==> src/lmf_fifo.sv <==
// ----------------------------------------------------------------------------
// lmf_fifo: small register queue
// Show-ahead queue, head on data_out while empty is low.
// ----------------------------------------------------------------------------
module lmf_fifo #(
	parameter int WIDTH = 8,
	parameter int DEPTH = 2
) (
	input  logic             clk,
	input  logic             arst_n,
	input  logic             wr,
	input  logic [WIDTH-1:0] data_in,
	output logic             full,
	input  logic             rd,
	output logic [WIDTH-1:0] data_out,
	output logic             empty
);
	localparam int AW = (DEPTH > 1) ? $clog2(DEPTH) : 1;
	localparam int CNW = $clog2(DEPTH + 1);

	logic [WIDTH-1:0] mem_q [DEPTH];
	logic [AW-1:0]    wp_q, rp_q;
	logic [CNW-1:0]   cnt_q;
	logic             do_wr, do_rd;

	assign full     = (cnt_q == CNW'(DEPTH));
	assign empty    = (cnt_q == '0);
	assign do_wr    = wr & ~full;
	assign do_rd    = rd & ~empty;
	assign data_out = mem_q[rp_q];

	always_ff @(posedge clk or negedge arst_n) begin
		if (!arst_n) begin
			wp_q  <= '0;
			rp_q  <= '0;
			cnt_q <= '0;
		end else begin
			if (do_wr) begin
				wp_q <= (wp_q == AW'(DEPTH - 1)) ? '0 : wp_q + 1'b1;
			end
			if (do_rd) begin
				rp_q <= (rp_q == AW'(DEPTH - 1)) ? '0 : rp_q + 1'b1;
			end
			if (do_wr && !do_rd) begin
				cnt_q <= cnt_q + 1'b1;
			end else if (do_rd && !do_wr) begin
				cnt_q <= cnt_q - 1'b1;
			end
		end
	end

	always_ff @(posedge clk) begin
		if (do_wr) begin
			mem_q[wp_q] <= data_in;
		end
	end
endmodule

==> config.mk <==
export PLATFORM = sky130hd
export DESIGN_NAME = lmf_fifo
export DESIGN_NICKNAME = d
export VERILOG_FILES = /design/src/lmf_fifo.sv
export SDC_FILE = /design/constraint.sdc
export NUM_CORES = 1
export LEC_CHECK = 0
export BUFFER_PORTS_ARGS = -buffer_cell sky130_fd_sc_hd__buf_2
export CORE_ASPECT_RATIO = 1.4
export CORE_MARGIN = 2
export CORE_UTILIZATION = 40
export CTS_CLUSTER_DIAMETER = 150
export DETAILED_ROUTE_END_ITERATION = 12
export GPL_TIMING_DRIVEN = 0
export SETUP_SLACK_MARGIN = 0.15
export SYNTH_ARGS = -nofsm -noshare
export SYNTH_HDL_FRONTEND = slang
export SYNTH_SLANG_ARGS = --single-unit
==> constraint.sdc <==
create_clock -name clk -period 1.78 [get_ports clk]
set_input_delay 0.178 -clock clk [delete_from_list [all_inputs] [get_ports clk]]
set_output_delay 0.178 -clock clk [all_outputs]
set_load 0.03 [all_outputs]
==> summary.txt <==
Power and ir drop
  • Sequential power share: 44.4%
  • Final total power: 0.00162 W
  • Leak: 0.398 nW
  • Logic pwr share: 42.8%
  • Pwr per Cell Area: 1700 mW/mm^2
  • Clock share of power: 12.8%
  • Peak VDD IR: 0.737 mV
  • Int Pwr: 0.000994 W
  • Sw Share: 38.5%
  • Sw Pwr: 0.000622 W

Floorplan
  • Die Footprint: 0.00233 mm^2
  • Die X: 41.4 um
  • # IOs: 22
  • CORE AREA: 0.00180 mm^2
  • Rows: 18
  • Die Ht: 56.3 um
  • Starting density of the core: 43.4%

STA
  • Crit share post-route: 86.2%
  • Min Clock Period, post-route: 1.54 ns
  • # setup viols final: 0
  • Slew @ Worst Pin: 0.425 ns
  • Final slew viol count: 0
  • Hold Fails Final Rpt: 0
  • Clk_skew: 0.00506 ns
  • RSZ-0062 raised after global routing: false
  • Slew HR: 71.6%
  • Fin worst setup slack: 0.245 ns
  • Peak Freq: 651 MHz
  • Minimum hold slack: 0.0690 ns
  • Setup TNS: 0 ns

Finish
  • Layout area overhead: 21.9%
  • Antenna diodes: 0
  • Final net count: 84
  • Number of fill cells: 168
  • Share of post-route cells with drive strength above 1: 42.9%

Clock network
  • Root Buffer: clkbuf_4
  • CTS tree: done
  • CTS HTree Levels: 1
  • Setup bufs post-CTS: 0
  • CTS Sinks: 20
  • Clk buf depth: 2
  • Worst-path clk slew: 0.10 ns
  • Total CTS buffers: 3
  • Clk_lat worst skew: 0.29 ns

Detailed routing
  • Drt first pass iters: 2
  • Via count: 433
  • Final ANT Viol Nets: 0
  • Total length of routed wires: 1.15 mm
  • Via density: 4.81
  • Initial DRC Count: 3
  • WL per Instance: 12.8 um
  • Remaining DRCs: 0

Synthesis
  • Cell area after synthesis: 782 um^2
  • Unique masters post-synth: 15
  • Yosys warnings: 0
  • Register area share after synthesis: 74.2%
  • Synthesized area per cell: 17.8 um^2
  • Post-Syn Instances: 44
  • Mapped Nets: 57
  • Synthesized flop and latch total: 20

Global route
  • Pin count of the biggest net entering global routing: 12
  • First-pass GRT wire length: 1.66 mm
  • GRT Util Overall: 10.7%
  • Grt ovf: 0
  • Vias in the first global route: 421
  • Initial antenna violation count: 0

Setup path
  • CP max FO: 9
  • WS Path Type: flip-flop to output pin
  • Worst Path Required: 1.60 ns
  • CP startpoint kind: flip-flop
  • Setup crit end kind: output pin
  • Crit path DAT: 1.36 ns

Min path
  • Hold Crit Class: input pin to flip-flop

Placed design
  • HPWL after detailed placement: 839 um
  • Port-buffer cells: 21
  • DP Worst Slack: 0.150 ns
  • Gpl congestion: 0.615

Run
  • Max-Cap Viols: 0

Status
  • Status: completed
## state kept, by name, indices dropped and copies added, names as in the netlist
register / count
cnt_q: 2
mem_q: 16
rp_q: 1
wp_q: 1
## power groups by stage
stage / combinational, W / clock [W] / sequential [W]
floorplan: 0.000532 / 0 / 0.000713
global placement: 0.000691 / 0 / 0.000723
detailed placement: 0.000692 / 0 / 0.000729
CTS: 0.000701 / 0.000219 / 0.000720
global route: 0.000742 / 0.000235 / 0.000736
finish: 0.000692 / 0.000206 / 0.000718
## cells by family after synthesis
kind of cell             after synthesis  share of synthesized area [%]
AO/OA/AOI/OAI                          1                          0.639
XOR/XNOR                               5                           6.56
adder cells (fa/ha/maj)                1                           1.60
buffers and inverters                  3                           1.60
flip-flops                            20                           74.2
multiplexers                           8                           11.5
AND/OR/NAND/NOR                        6                           3.84
## routing by layer
layer	track usage, %	vias to the layer above	wire length, um
met5	0	-	0
met4	4.15	0	0
met3	2.37	0	75
met2	17.4	16	603
met1	12.9	207	472
li1	-	210	-
## layout make-up
class	instances	area, um^2	area share, %
timing repair buffer	22	115	12.1
inverter	2	7.51	0.787
clock inverter	1	3.75	0.394
multi-input combinational	21	191	20.1
buffer	1	7.51	0.787
sequential	20	581	60.9
tap	20	25.0	2.62
clock buffer	3	22.5	2.36
## synth_stat cells
library cell   n  area, um^2
mux2_1         6        67.6
dfrtp_1        4         100
xor2_1         2        17.5
inv_1          2        7.51
xnor2_2        1        16.3
buf_2          1        5.00
o21ai_1        1        5.00
nor2_1         3        11.3
edfxtp_1      16         480
nand2b_1       1        6.26
and3_1         1        6.26
ha_1           1        12.5
xnor2_1        2        17.5
mux2_2         2        22.5
nand2_2        1        6.26
## path summary, 6_finish.rpt
check	startpoint	to	slack, ns	cells past startpoint
worst max-delay path	rp_q	data_out[3]	0.24	3
worst min-delay path	data_in[3]	mem_q[1][3]	0.07	1
worst max register to register	cnt_q[0]	cnt_q[1]	0.31	6
worst min register to register	cnt_q[1]	cnt_q[1]	0.53	1
max in group asynchronous	arst_n	cnt_q[1]	1.44	2
min in group asynchronous	arst_n	wp_q	0.21	2
## critical path: stages (launching register included)
cell,delay [ns]
dfrtp_1,0.37
clkbuf_4,0.19
mux2_1,0.33
buf_2,0.18
## layout by cell type (no fill, tap or decap)
master,instances
and3_1,1
buf_2,21
clkbuf_4,4
clkinv_1,1
dfrtp_1,4
dlygate4sd3_1,1
edfxtp_1,16
ha_1,1
inv_1,2
mux2_1,6
mux2_2,2
nand2_2,1
nand2b_1,1
nor2_1,2
nor2_2,1
o21ai_1,1
xnor2_1,2
xnor2_2,1
xor2_1,2
## repair_timing
action / CTS / global route
hold buffers: 1 / 0
resized for setup: 1 / 1
pin swaps: 0 / 0
hold endpoints to repair: 4 / 0
endpoints found under the setup margin: 8 / 5
## through the flow
| step | instances | area [um^2] | utilization (%) |
|---|---|---|---|
| 2_1_floorplan | 44 | 782 | - |
| 3_3_place_gp | 85 | 912 | 50.6 |
| 3_5_place_dp | 85 | 912 | 50.6 |
| 4_1_cts | 90 | 951 | 52.8 |
| 5_1_grt | 90 | 953 | 52.9 |
| 6_report | 90 | 953 | 52.9 |
(Power assumes the default switching activity.)
