--- config.mk ---
export PLATFORM = sky130hd
export DESIGN_NAME = lmf_front
export DESIGN_NICKNAME = d
export VERILOG_FILES = /design/src/lmf_pkg.sv /design/src/lmf_front.sv
export SDC_FILE = /design/constraint.sdc
export NUM_CORES = 1
export LEC_CHECK = 0
export ABC_CLOCK_PERIOD_IN_PS = 7140
export BUFFER_PORTS_ARGS = -buffer_cell sky130_fd_sc_hd__buf_2
export CORE_MARGIN = 2
export CORE_UTILIZATION = 45
export CTS_CLUSTER_DIAMETER = 30
export DETAILED_ROUTE_END_ITERATION = 12
export MAX_ROUTING_LAYER = met4
export PLACE_DENSITY = 0.68
export SLEW_MARGIN = 5
export SYNTH_ARGS = -nofsm -noshare
export SYNTH_HDL_FRONTEND = slang
export SYNTH_SLANG_ARGS = --single-unit
export TNS_END_PERCENT = 20
--- constraint.sdc ---
create_clock -name clk -period 7.14 [get_ports clk]
set_input_delay 0.357 -clock clk [delete_from_list [all_inputs] [get_ports clk]]
set_output_delay 0.357 -clock clk [all_outputs]
set_load 0.02 [all_outputs]
--- src/lmf_pkg.sv ---
// ----------------------------------------------------------------------------
// lmf_pkg: shared types and constants
// Types and defaults used by the luma median filter front, back and top level.
// ----------------------------------------------------------------------------
package lmf_pkg;

	localparam int MAX_WIDTH_D  = 1024;
	localparam int MAX_HEIGHT_D = 1024;
	localparam int MAX_RADIUS_D = 2;

	localparam int CFG_DW  = 11;
	localparam int CFG_IW  = 2;
	localparam int POS_W   = 13;	// holds a row/column count up to 4096
	localparam int COL_W   = 12;	// holds a column index below 4096
	localparam int SLOT_W  = 3;	// ring slot, ring is at most 8 rows
	localparam int RAD_W   = 2;

	localparam int JOB_DEPTH = 2;
	localparam int OUT_DEPTH = 2;

	localparam logic [CFG_IW-1:0] REG_WIDTH  = 2'd0;
	localparam logic [CFG_IW-1:0] REG_HEIGHT = 2'd1;
	localparam logic [CFG_IW-1:0] REG_RADIUS = 2'd2;

	typedef struct packed {
		logic       kind;
		logic [7:0] luma;
		logic [7:0] chroma_blue;
		logic [7:0] chroma_red;
		logic [7:0] alpha;
	} lmf_in_t;

	typedef struct packed {
		logic [7:0] out_luma;
		logic [7:0] out_chroma_blue;
		logic [7:0] out_chroma_red;
		logic [7:0] out_alpha;
		logic [7:0] red;
		logic [7:0] green;
		logic [7:0] blue;
		logic       frame_end;
	} lmf_out_t;

	// stored pixel, luma in the low byte
	typedef struct packed {
		logic [7:0] alpha;
		logic [7:0] chroma_red;
		logic [7:0] chroma_blue;
		logic [7:0] luma;
	} lmf_pix_t;

	typedef struct packed {
		logic              en;
		logic [SLOT_W-1:0] slot;
		logic [COL_W-1:0]  col;
		lmf_pix_t          pix;
	} lmf_mem_wr_t;

	// one output position to build
	typedef struct packed {
		logic [POS_W-1:0]  orow;
		logic [POS_W-1:0]  ocol;
		logic [POS_W-1:0]  w;
		logic [POS_W-1:0]  h;
		logic [SLOT_W-1:0] slot;
		logic [RAD_W-1:0]  r;
		logic              frame_end;
	} lmf_job_t;

endpackage

--- src/lmf_front.sv ---
// ----------------------------------------------------------------------------
// lmf_front: input side
// Holds config, stores pixels into the line ring, decides per beat whether
// an output position is complete and queues it for the back end.
// ----------------------------------------------------------------------------
module lmf_front #(
	parameter int MAX_WIDTH  = 1024,
	parameter int MAX_HEIGHT = 1024,
	parameter int MAX_RADIUS = 2
) (
	input  logic                        clk,
	input  logic                        arst_n,
	input  logic                        push,
	input  lmf_pkg::lmf_in_t            item,
	output logic                        full,
	input  logic                        cfg_valid,
	input  logic [lmf_pkg::CFG_IW-1:0]  cfg_index,
	input  logic [lmf_pkg::CFG_DW-1:0]  cfg_data,
	input  logic                        back_busy,
	input  logic                        job_full,
	output logic                        job_push,
	output lmf_pkg::lmf_job_t           job,
	output lmf_pkg::lmf_mem_wr_t        mem_wr
);
	import lmf_pkg::*;

	localparam int CW    = $clog2(MAX_WIDTH + 1);
	localparam int RW    = $clog2(MAX_HEIGHT + 1);
	localparam int XW    = $clog2(MAX_WIDTH);
	localparam int RING  = 2 * MAX_RADIUS + 2;
	localparam int SW    = $clog2(RING);
	localparam int W_RST = (MAX_WIDTH < 1024) ? MAX_WIDTH : 1024;
	localparam int H_RST = (MAX_HEIGHT < 1024) ? MAX_HEIGHT : 1024;

	logic [CW-1:0]    w_q, w_cfg;
	logic [RW-1:0]    h_q, h_cfg;
	logic [RAD_W-1:0] r_q, r_cfg;
	logic [RW-1:0]    ir_q, or_q, ir_n;
	logic [XW-1:0]    ic_q, oc_q, ic_n;
	logic [SW-1:0]    islot_q, oslot_q, islot_n;
	logic             accept, wr, wrap, emit, fe;
	logic [CW-1:0]    ic_inc;
	logic [RW:0]      hm1, ly, orr;
	logic [CW:0]      wm1, lx, ocr;

	// config values are stored already clamped
	always_comb begin
		if (cfg_data == '0) begin
			w_cfg = CW'(1);
			h_cfg = RW'(1);
		end else begin
			w_cfg = (32'(cfg_data) > 32'(MAX_WIDTH)) ? CW'(MAX_WIDTH) : CW'(cfg_data);
			h_cfg = (32'(cfg_data) > 32'(MAX_HEIGHT)) ? RW'(MAX_HEIGHT) : RW'(cfg_data);
		end
		r_cfg = (32'(cfg_data[RAD_W-1:0]) > 32'(MAX_RADIUS)) ? RAD_W'(MAX_RADIUS)
			: cfg_data[RAD_W-1:0];
	end

	assign full   = job_full | back_busy;
	assign accept = push & ~full;
	assign wr     = ~item.kind & (ir_q < h_q);
	assign ic_inc = CW'(ic_q) + 1'b1;
	assign wrap   = (ic_inc >= w_q);

	always_comb begin
		ic_n    = ic_q;
		ir_n    = ir_q;
		islot_n = islot_q;
		if (wr) begin
			ic_n = wrap ? '0 : ic_inc[XW-1:0];
			if (wrap) begin
				ir_n    = ir_q + 1'b1;
				islot_n = (islot_q == SW'(RING - 1)) ? '0 : islot_q + 1'b1;
			end
		end
	end

	// last row/column the window of the current output position needs
	assign hm1 = (RW+1)'(h_q) - 1'b1;
	assign wm1 = (CW+1)'(w_q) - 1'b1;
	assign orr = (RW+1)'(or_q) + (RW+1)'(r_q);
	assign ocr = (CW+1)'(oc_q) + (CW+1)'(r_q);
	assign ly  = (orr > hm1) ? hm1 : orr;
	assign lx  = (ocr > wm1) ? wm1 : ocr;

	assign emit = (or_q < h_q) && ((ir_n >= h_q) || ((RW+1)'(ir_n) > ly)
		|| (((RW+1)'(ir_n) == ly) && ((CW+1)'(ic_n) > lx)));
	assign fe   = ((RW+1)'(or_q) == hm1) && ((CW+1)'(oc_q) == wm1);

	assign job_push       = accept & emit;
	assign job.orow       = POS_W'(or_q);
	assign job.ocol       = POS_W'(oc_q);
	assign job.w          = POS_W'(w_q);
	assign job.h          = POS_W'(h_q);
	assign job.slot       = SLOT_W'(oslot_q);
	assign job.r          = r_q;
	assign job.frame_end  = fe;

	assign mem_wr.en                = accept & wr;
	assign mem_wr.slot              = SLOT_W'(islot_q);
	assign mem_wr.col               = COL_W'(ic_q);
	assign mem_wr.pix.luma          = item.luma;
	assign mem_wr.pix.chroma_blue   = item.chroma_blue;
	assign mem_wr.pix.chroma_red    = item.chroma_red;
	assign mem_wr.pix.alpha         = item.alpha;

	always_ff @(posedge clk or negedge arst_n) begin
		if (!arst_n) begin
			w_q     <= CW'(W_RST);
			h_q     <= RW'(H_RST);
			r_q     <= RAD_W'(1);
			ir_q    <= '0;
			ic_q    <= '0;
			or_q    <= '0;
			oc_q    <= '0;
			islot_q <= '0;
			oslot_q <= '0;
		end else if (cfg_valid) begin
			case (cfg_index)
				REG_WIDTH: w_q <= w_cfg;
				REG_HEIGHT: h_q <= h_cfg;
				REG_RADIUS: r_q <= r_cfg;
				default: ;
			endcase
			if (cfg_index == REG_WIDTH || cfg_index == REG_HEIGHT
				|| cfg_index == REG_RADIUS) begin
				ir_q    <= '0;
				ic_q    <= '0;
				or_q    <= '0;
				oc_q    <= '0;
				islot_q <= '0;
				oslot_q <= '0;
			end
		end else if (accept) begin
			if (emit && fe) begin
				ir_q    <= '0;
				ic_q    <= '0;
				or_q    <= '0;
				oc_q    <= '0;
				islot_q <= '0;
				oslot_q <= '0;
			end else begin
				ir_q    <= ir_n;
				ic_q    <= ic_n;
				islot_q <= islot_n;
				if (emit) begin
					if ((CW+1)'(oc_q) == wm1) begin
						oc_q    <= '0;
						or_q    <= or_q + 1'b1;
						oslot_q <= (oslot_q == SW'(RING - 1)) ? '0 : oslot_q + 1'b1;
					end else begin
						oc_q <= oc_q + 1'b1;
					end
				end
			end
		end
	end
endmodule

==> impl_metrics.csv, run 1 <==
group,metric,value,unit
setup_path,critPathTopFamily,"compound AO/OA/AOI/OAI gates",
timing,min_period,6.51,ns
power,peakVddDrop,167,uV
power,p_leak,0.00392,uW
clock_tree,clk_path_buf_depth,2,
setup_path,crit_chain,"ha_1 -> inv_1 -> nor2_1 -> nand3_1 -> nor2_1 -> xor2_1 -> ha_1 -> nor2b_1 -> a2111oi_0 -> nand2_1 -> o21ai_0 -> nor2_1 -> buf_4 -> nand3_1 -> xnor2_1 -> ha_1 -> a211o_1 -> a221o_1 -> a31oi_1 -> a21boi_1 -> a31o_1 -> or4_4 -> mux2i_1",
setup_path,cp_slowest_stage_delay,0.59,ns
synthesis,synth_xor_area_share,9.00,%
clock_tree,post_cts_buffers,0,
finish,nets,1104,
finish,antennaDiodeCount,0,
finish,drive_gt1_share,14.7,%
synthesis,avgSynthCellArea,8.24,um^2
synthesis,ys_seq_area_share,23.7,%
setup_path,arrival,6.78,ns
synthesis,synth-edff-count,0,
global_routing,antenna_found_initial,0,
floorplanning,die_w,134,um
global_routing,grt-ovfl-total,0,
setup_path,end_kind,"register",
synthesis,synthArstFlopShare,100,%
timing,relSlewSlack,35.9,%
placement,dp.cells,1162,
setup_path,r2r-start,"ic_q[0]",
finish,fillers,1638,
clock_tree,htreeDepth,3,
setup_path,path_buf_inv,2,
synthesis,synthFlopType,"dfrtp_1",
routing,vias,6808,
finish,fin_cells,1178,
global_routing,grt_max_degree,73,
synthesis,synth_cells,924,
power,p_sw,786,uW
routing,drt_drc_violations_left,0,
setup_path,worst-setup-path-type,"reg -> reg",
finish,multiInputGateArea,5190,um^2
synthesis,synth_top_family_by_area,"simple AND/OR/NAND/NOR gates",
clock_tree,insertion_delay,0.35,ns
finish,area_growth,8.67,%
status,status,"finished, final reports clean",
timing,drv_slew,0,
timing,skew,0.00650,ns
setup_path,required,7.41,ns
clock_tree,numCtsBuffers,9,
finish,final_cell_mix,"102 x nand2_1, 97 x ha_1, 83 x buf_2",
floorplanning,start_util,45.9,%
global_routing,grt_pass1_wl,33900,um
floorplanning,core,16600,um^2
placement,io_buffers,84,
clock_tree,cts_sinks,72,
timing,setup_ws,0.630,ns
timing,rsz0062_at_grt,"no",
min_path,min_path_type,"in -> async",
routing,ant_nets,0,
finish,final_common_cell,"nand2_1",
synthesis,synth.distinct_cells,71,
synthesis,synth-compound-area-share,19.1,%
synthesis,yosys_warnings,0,
global_routing,first_global_vias,6325,
timing,setup_violations,0,
clock_tree,clk_pin_slew_worst_paths,0.06,ns
power,pwr-share-seq,27.5,%
synthesis,syn_area,7620,um^2
synthesis,synthSimpleGateAreaFrac,21.2,%
timing,hold_viol_final,0,
clock_tree,postCtsHoldBufs,0,
power,clkPwrFrac,27.4,%
placement,post-place-ws,0.566,ns
routing,wirelength,21100,um
synthesis,synth_mux_area_share,1.64,%
power,p_comb_share,45.1,%
setup_path,start_kind,"register",
setup_path,reg2reg_depth,23,
floorplanning,die_y,134,um
clock_tree,root_buffer,"clkbuf_16",
finish,seq_area,1810,um^2
floorplanning,pin_count,160,
power,power.total,1920,uW
setup_path,cp.depth,23,
timing,min_period_over_period,91.2,%
routing,drt_first_iter_violations,466,
job,maxCapViolations,0,
timing,final.setup.tns,0,ns
setup_path,cp-startpoint,"ic_q[0]",
global_routing,grt_util_all_layers,24.5,%
clock_tree,ctsResizeCount,0,
synthesis,ys_ff_latch,72,
clock_tree,cts_tree,"yes",
timing,worstMarginPinSlew,0.962,ns
power,power_density,232,nW/um^2
routing,viasPerCell,5.78,
routing,wire_per_inst,17.9,um
placement,dp_hpwl,16100,um
timing,fmax,154,MHz
power,p_int,1130,uW
synthesis,synthAdderAreaFrac,16.5,%
placement,gp_congestion,0.965,
routing,dr.pass1.iters,5,
floorplanning,row_count,47,
floorplanning,design.die.area,18000,um^2
setup_path,crit_slowest_cell,"a2111oi_0",
setup_path,critPathMaxFanout,12,
power,switching_share,40.9,%
## per-layer routing
layer | wire (um) | track usage (%) | share of wire (%) | vias to the layer above
li1 | - | - | - | 3332
met1 | 10200 | 34.9 | 48 | 3208
met2 | 9240 | 35.2 | 44 | 222
met3 | 992 | 2.91 | 4.7 | 46
met4 | 718 | 10.2 | 3.4 | 0
met5 | 0 | - | 0 | -
## synthesized netlist by cell type (4+ instances only)
cell type	count	area (um^2)
nand2_1	102	383
ha_1	97	1210
o21ai_0	77	385
dfrtp_1	69	1730
inv_1	51	191
xnor2_1	46	403
buf_4	44	330
nor2_1	42	158
nand3_1	39	195
clkbuf_1	34	128
a21oi_1	32	160
nand4_1	22	138
o21a_1	18	135
nand2b_1	17	106
nor3_1	17	85.1
xor2_1	15	131
a21o_1	14	105
nor2b_1	14	87.6
a211oi_1	10	75.1
and3_1	10	62.6
a22o_1	9	78.8
and2_1	9	56.3
o31ai_1	9	67.6
mux2i_1	8	80.1
a31o_2	7	61.3
a31oi_1	7	43.8
and4_1	7	61.3
o22ai_1	6	37.5
or3_1	6	37.5
xnor3_1	6	135
nor4_1	5	31.3
a211o_1	4	35.0
buf_2	4	20.0
mux2_2	4	45.0
## final timing paths
path / slack, ns / endpoint
min reg2reg: 0.51 / islot_q[0]
max reg2reg: 0.63 / islot_q[1]
max: 0.63 / islot_q[1]
min in group clk: 0.28 / r_q[0]
min: 0.16 / ic_q[9]
max in group asynchronous: 6.35 / oslot_q[0]
## state kept, by name, summed over array words and instances, names as in the netlist
register,cells
ir_q,11
w_q,11
oc_q,10
or_q,11
r_q,2
h_q,11
oslot_q,3
islot_q,3
ic_q,10
## power groups by stage
stage,Combinational (uW),Sequential [uW],Clock [uW]
3_5_place_dp,849,534,0
4_1_cts,855,527,532
5_1_grt,970,534,554
6_report,866,528,527
2_1_floorplan,625,543,0
3_3_place_gp,836,533,0
## per-stage QoR
step | hold WS (ns) | instance area (um^2) | util (%)
floorplan | 0.0614 | 7650 | -
CTS | 0.211 | 8270 | 49.9
global route | 0.248 | 8280 | 49.9
global placement | 0.492 | 7930 | 47.8
finish | 0.159 | 8280 | 49.9
detailed placement | 0.498 | 7930 | 47.8
## kinds of logic (layout without fill, tap and decap cells)
kind of cell | Yosys count | after routing
simple gates | 314 | 314
compound gates | 223 | 223
buf+inv | 135 | 159
fa+ha+maj | 99 | 99
flops | 72 | 72
xor+xnor | 68 | 68
mux | 12 | 12
other cells | 1 | 11
## layout make-up
class,count,area share [%]
multi-input combinational,727,62.7
sequential,72,21.8
timing repair buffer,92,5.84
tap,220,3.33
clock buffer,9,2.72
inverter,51,2.31
clock inverter,7,1.33
(Power assumes the default switching activity.)
==> run 2, diff against run 1 <==
- CAP_MARGIN: default -> 25
- PLACE_DENSITY: 0.68 -> 0.69
==> impl_metrics.csv, run 2 (synthesized netlist as in run 1, its figures left out) <==
group,metric,value,unit
power,pwr-share-seq,27.9,%
clock_tree,root_buffer,"clkbuf_16",
placement,post-place-ws,0.592,ns
routing,drt_first_iter_violations,451,
timing,final.setup.tns,0,ns
global_routing,grt_pass1_wl,33300,um
global_routing,grt-ovfl-total,0,
timing,worstMarginPinSlew,0.941,ns
clock_tree,clk_path_buf_depth,2,
setup_path,critPathMaxFanout,19,
min_path,min_path_type,"in -> reg",
placement,gp_congestion,0.990,
global_routing,grt_max_degree,73,
clock_tree,insertion_delay,0.35,ns
routing,dr.pass1.iters,5,
timing,relSlewSlack,35.6,%
clock_tree,numCtsBuffers,9,
timing,min_period,6.49,ns
power,power.total,1890,uW
clock_tree,cts_sinks,72,
finish,nets,1106,
setup_path,r2r-start,"ic_q[0]",
finish,seq_area,1810,um^2
floorplanning,row_count,47,
placement,dp_hpwl,16300,um
power,p_leak,0.00392,uW
setup_path,worst-setup-path-type,"reg -> reg",
finish,drive_gt1_share,14.8,%
setup_path,cp-startpoint,"ic_q[0]",
routing,viasPerCell,5.75,
placement,io_buffers,84,
global_routing,first_global_vias,6260,
timing,rsz0062_at_grt,"no",
power,p_int,1080,uW
power,switching_share,42.5,%
timing,skew,0.00987,ns
routing,vias,6786,
power,clkPwrFrac,25.6,%
floorplanning,start_util,45.9,%
finish,final_common_cell,"nand2_1",
setup_path,start_kind,"register",
setup_path,endpoint,"islot_q[2]",
timing,setup_ws,0.654,ns
timing,hold_viol_final,0,
timing,setup_violations,0,
routing,ant_nets,0,
global_routing,grt_util_all_layers,24.1,%
timing,fmax,154,MHz
clock_tree,post_cts_buffers,0,
setup_path,reg2reg_depth,25,
floorplanning,die_y,134,um
finish,area_growth,8.85,%
setup_path,end_kind,"register",
power,p_sw,802,uW
clock_tree,cts_tree,"yes",
finish,antennaDiodeCount,0,
power,power_density,227,nW/um^2
setup_path,required,7.41,ns
clock_tree,clk_pin_slew_worst_paths,0.07,ns
floorplanning,core,16600,um^2
clock_tree,htreeDepth,3,
timing,drv_slew,0,
routing,drt_drc_violations_left,0,
floorplanning,die_w,134,um
routing,wire_per_inst,17.6,um
finish,final_cell_mix,"102 x nand2_1, 97 x ha_1, 83 x buf_2",
job,maxCapViolations,0,
finish,multiInputGateArea,5190,um^2
global_routing,antenna_found_initial,0,
timing,min_period_over_period,90.8,%
setup_path,arrival,6.76,ns
floorplanning,pin_count,160,
routing,wirelength,20700,um
floorplanning,design.die.area,18000,um^2
power,p_comb_share,46.5,%
finish,fillers,1610,
power,peakVddDrop,165,uV
setup_path,reg2reg_to,"islot_q[2]",
status,status,"finished, final reports clean",
setup_path,rrSetupSlack,0.65,ns
run 2: worst min-delay path by stage:
stage | slack (ns) | start | depth (start not counted) | end
6_report | 0.27 | cfg_data[0] | 3 | r_q[0]
5_1_grt | 0.31 | cfg_data[0] | 3 | r_q[0]
4_1_cts | 0.18 | arst_n | 1 | or_q[7]
3_3_place_gp | 0.49 | islot_q[0] | 1 | islot_q[0]
3_5_place_dp | 0.51 | islot_q[0] | 1 | islot_q[0]
2_1_floorplan | 0.06 | arst_n | 0 | h_q[0]
run 2: per-layer routing:
metal	GRT usage (%)	routed length (um)	part of all wire [%]
met2	36.4	9270	45
met1	33.7	10300	50
met5	-	0	0
met3	2.65	737	3.6
met4	7.89	405	2.0
run 2: final cells by class:
| type | count | area share (%) |
|---|---|---|
| sequential | 72 | 21.8 |
| timing repair buffer | 94 | 6.28 |
| tap | 220 | 3.32 |
| clock buffer | 10 | 2.88 |
| clock inverter | 6 | 0.875 |
| multi-input combinational | 727 | 62.6 |
| inverter | 51 | 2.31 |
run 2: repair_timing:
item | 4_1_cts | 5_1_grt
resized for setup | 0 | 1
endpoints found under the hold margin | 0 | 5
hold buffers | 0 | 1
endpoints found under the setup margin | 0 | 8
run 2: power groups by stage:
stage	Sequential (uW)	Clock [uW]	Combinational (uW)
6_report	526	483	876
5_1_grt	534	502	974
4_1_cts	525	486	863
3_5_place_dp	532	0	856
3_3_place_gp	531	0	839
2_1_floorplan	543	0	625
run 2: through the flow:
stage          utilization, %  area [um^2]  hold slack (ns)  instances
6_report                 50.0         8290            0.272       1180
5_1_grt                  50.0         8290            0.315       1180
4_1_cts                  49.7         8240            0.179       1178
3_5_place_dp             47.8         7930            0.508       1162
3_3_place_gp             47.8         7930            0.490       1162
2_1_floorplan               -         7650           0.0614        934
run 2: critical path, cell delays in order (launching register included):
cell and delay [ns]:
dfrtp_1 0.48, ha_1 0.25, inv_1 0.07, nor2_1 0.20, nand3_1 0.18, nor2_1 0.16, xor2_1 0.22, ha_1 0.28
nor2b_1 0.13, a2111oi_0 0.55, nand2_1 0.09, o21ai_0 0.40, nor2_1 0.19, buf_4 0.21, mux2_2 0.31, ha_1 0.32
nor2b_1 0.14, o21a_1 0.17, o21a_1 0.17, o21a_1 0.17, o31ai_1 0.37, nand3_2 0.26, a31oi_4 0.44, buf_4 0.33
a21oi_1 0.12, o22ai_1 0.17
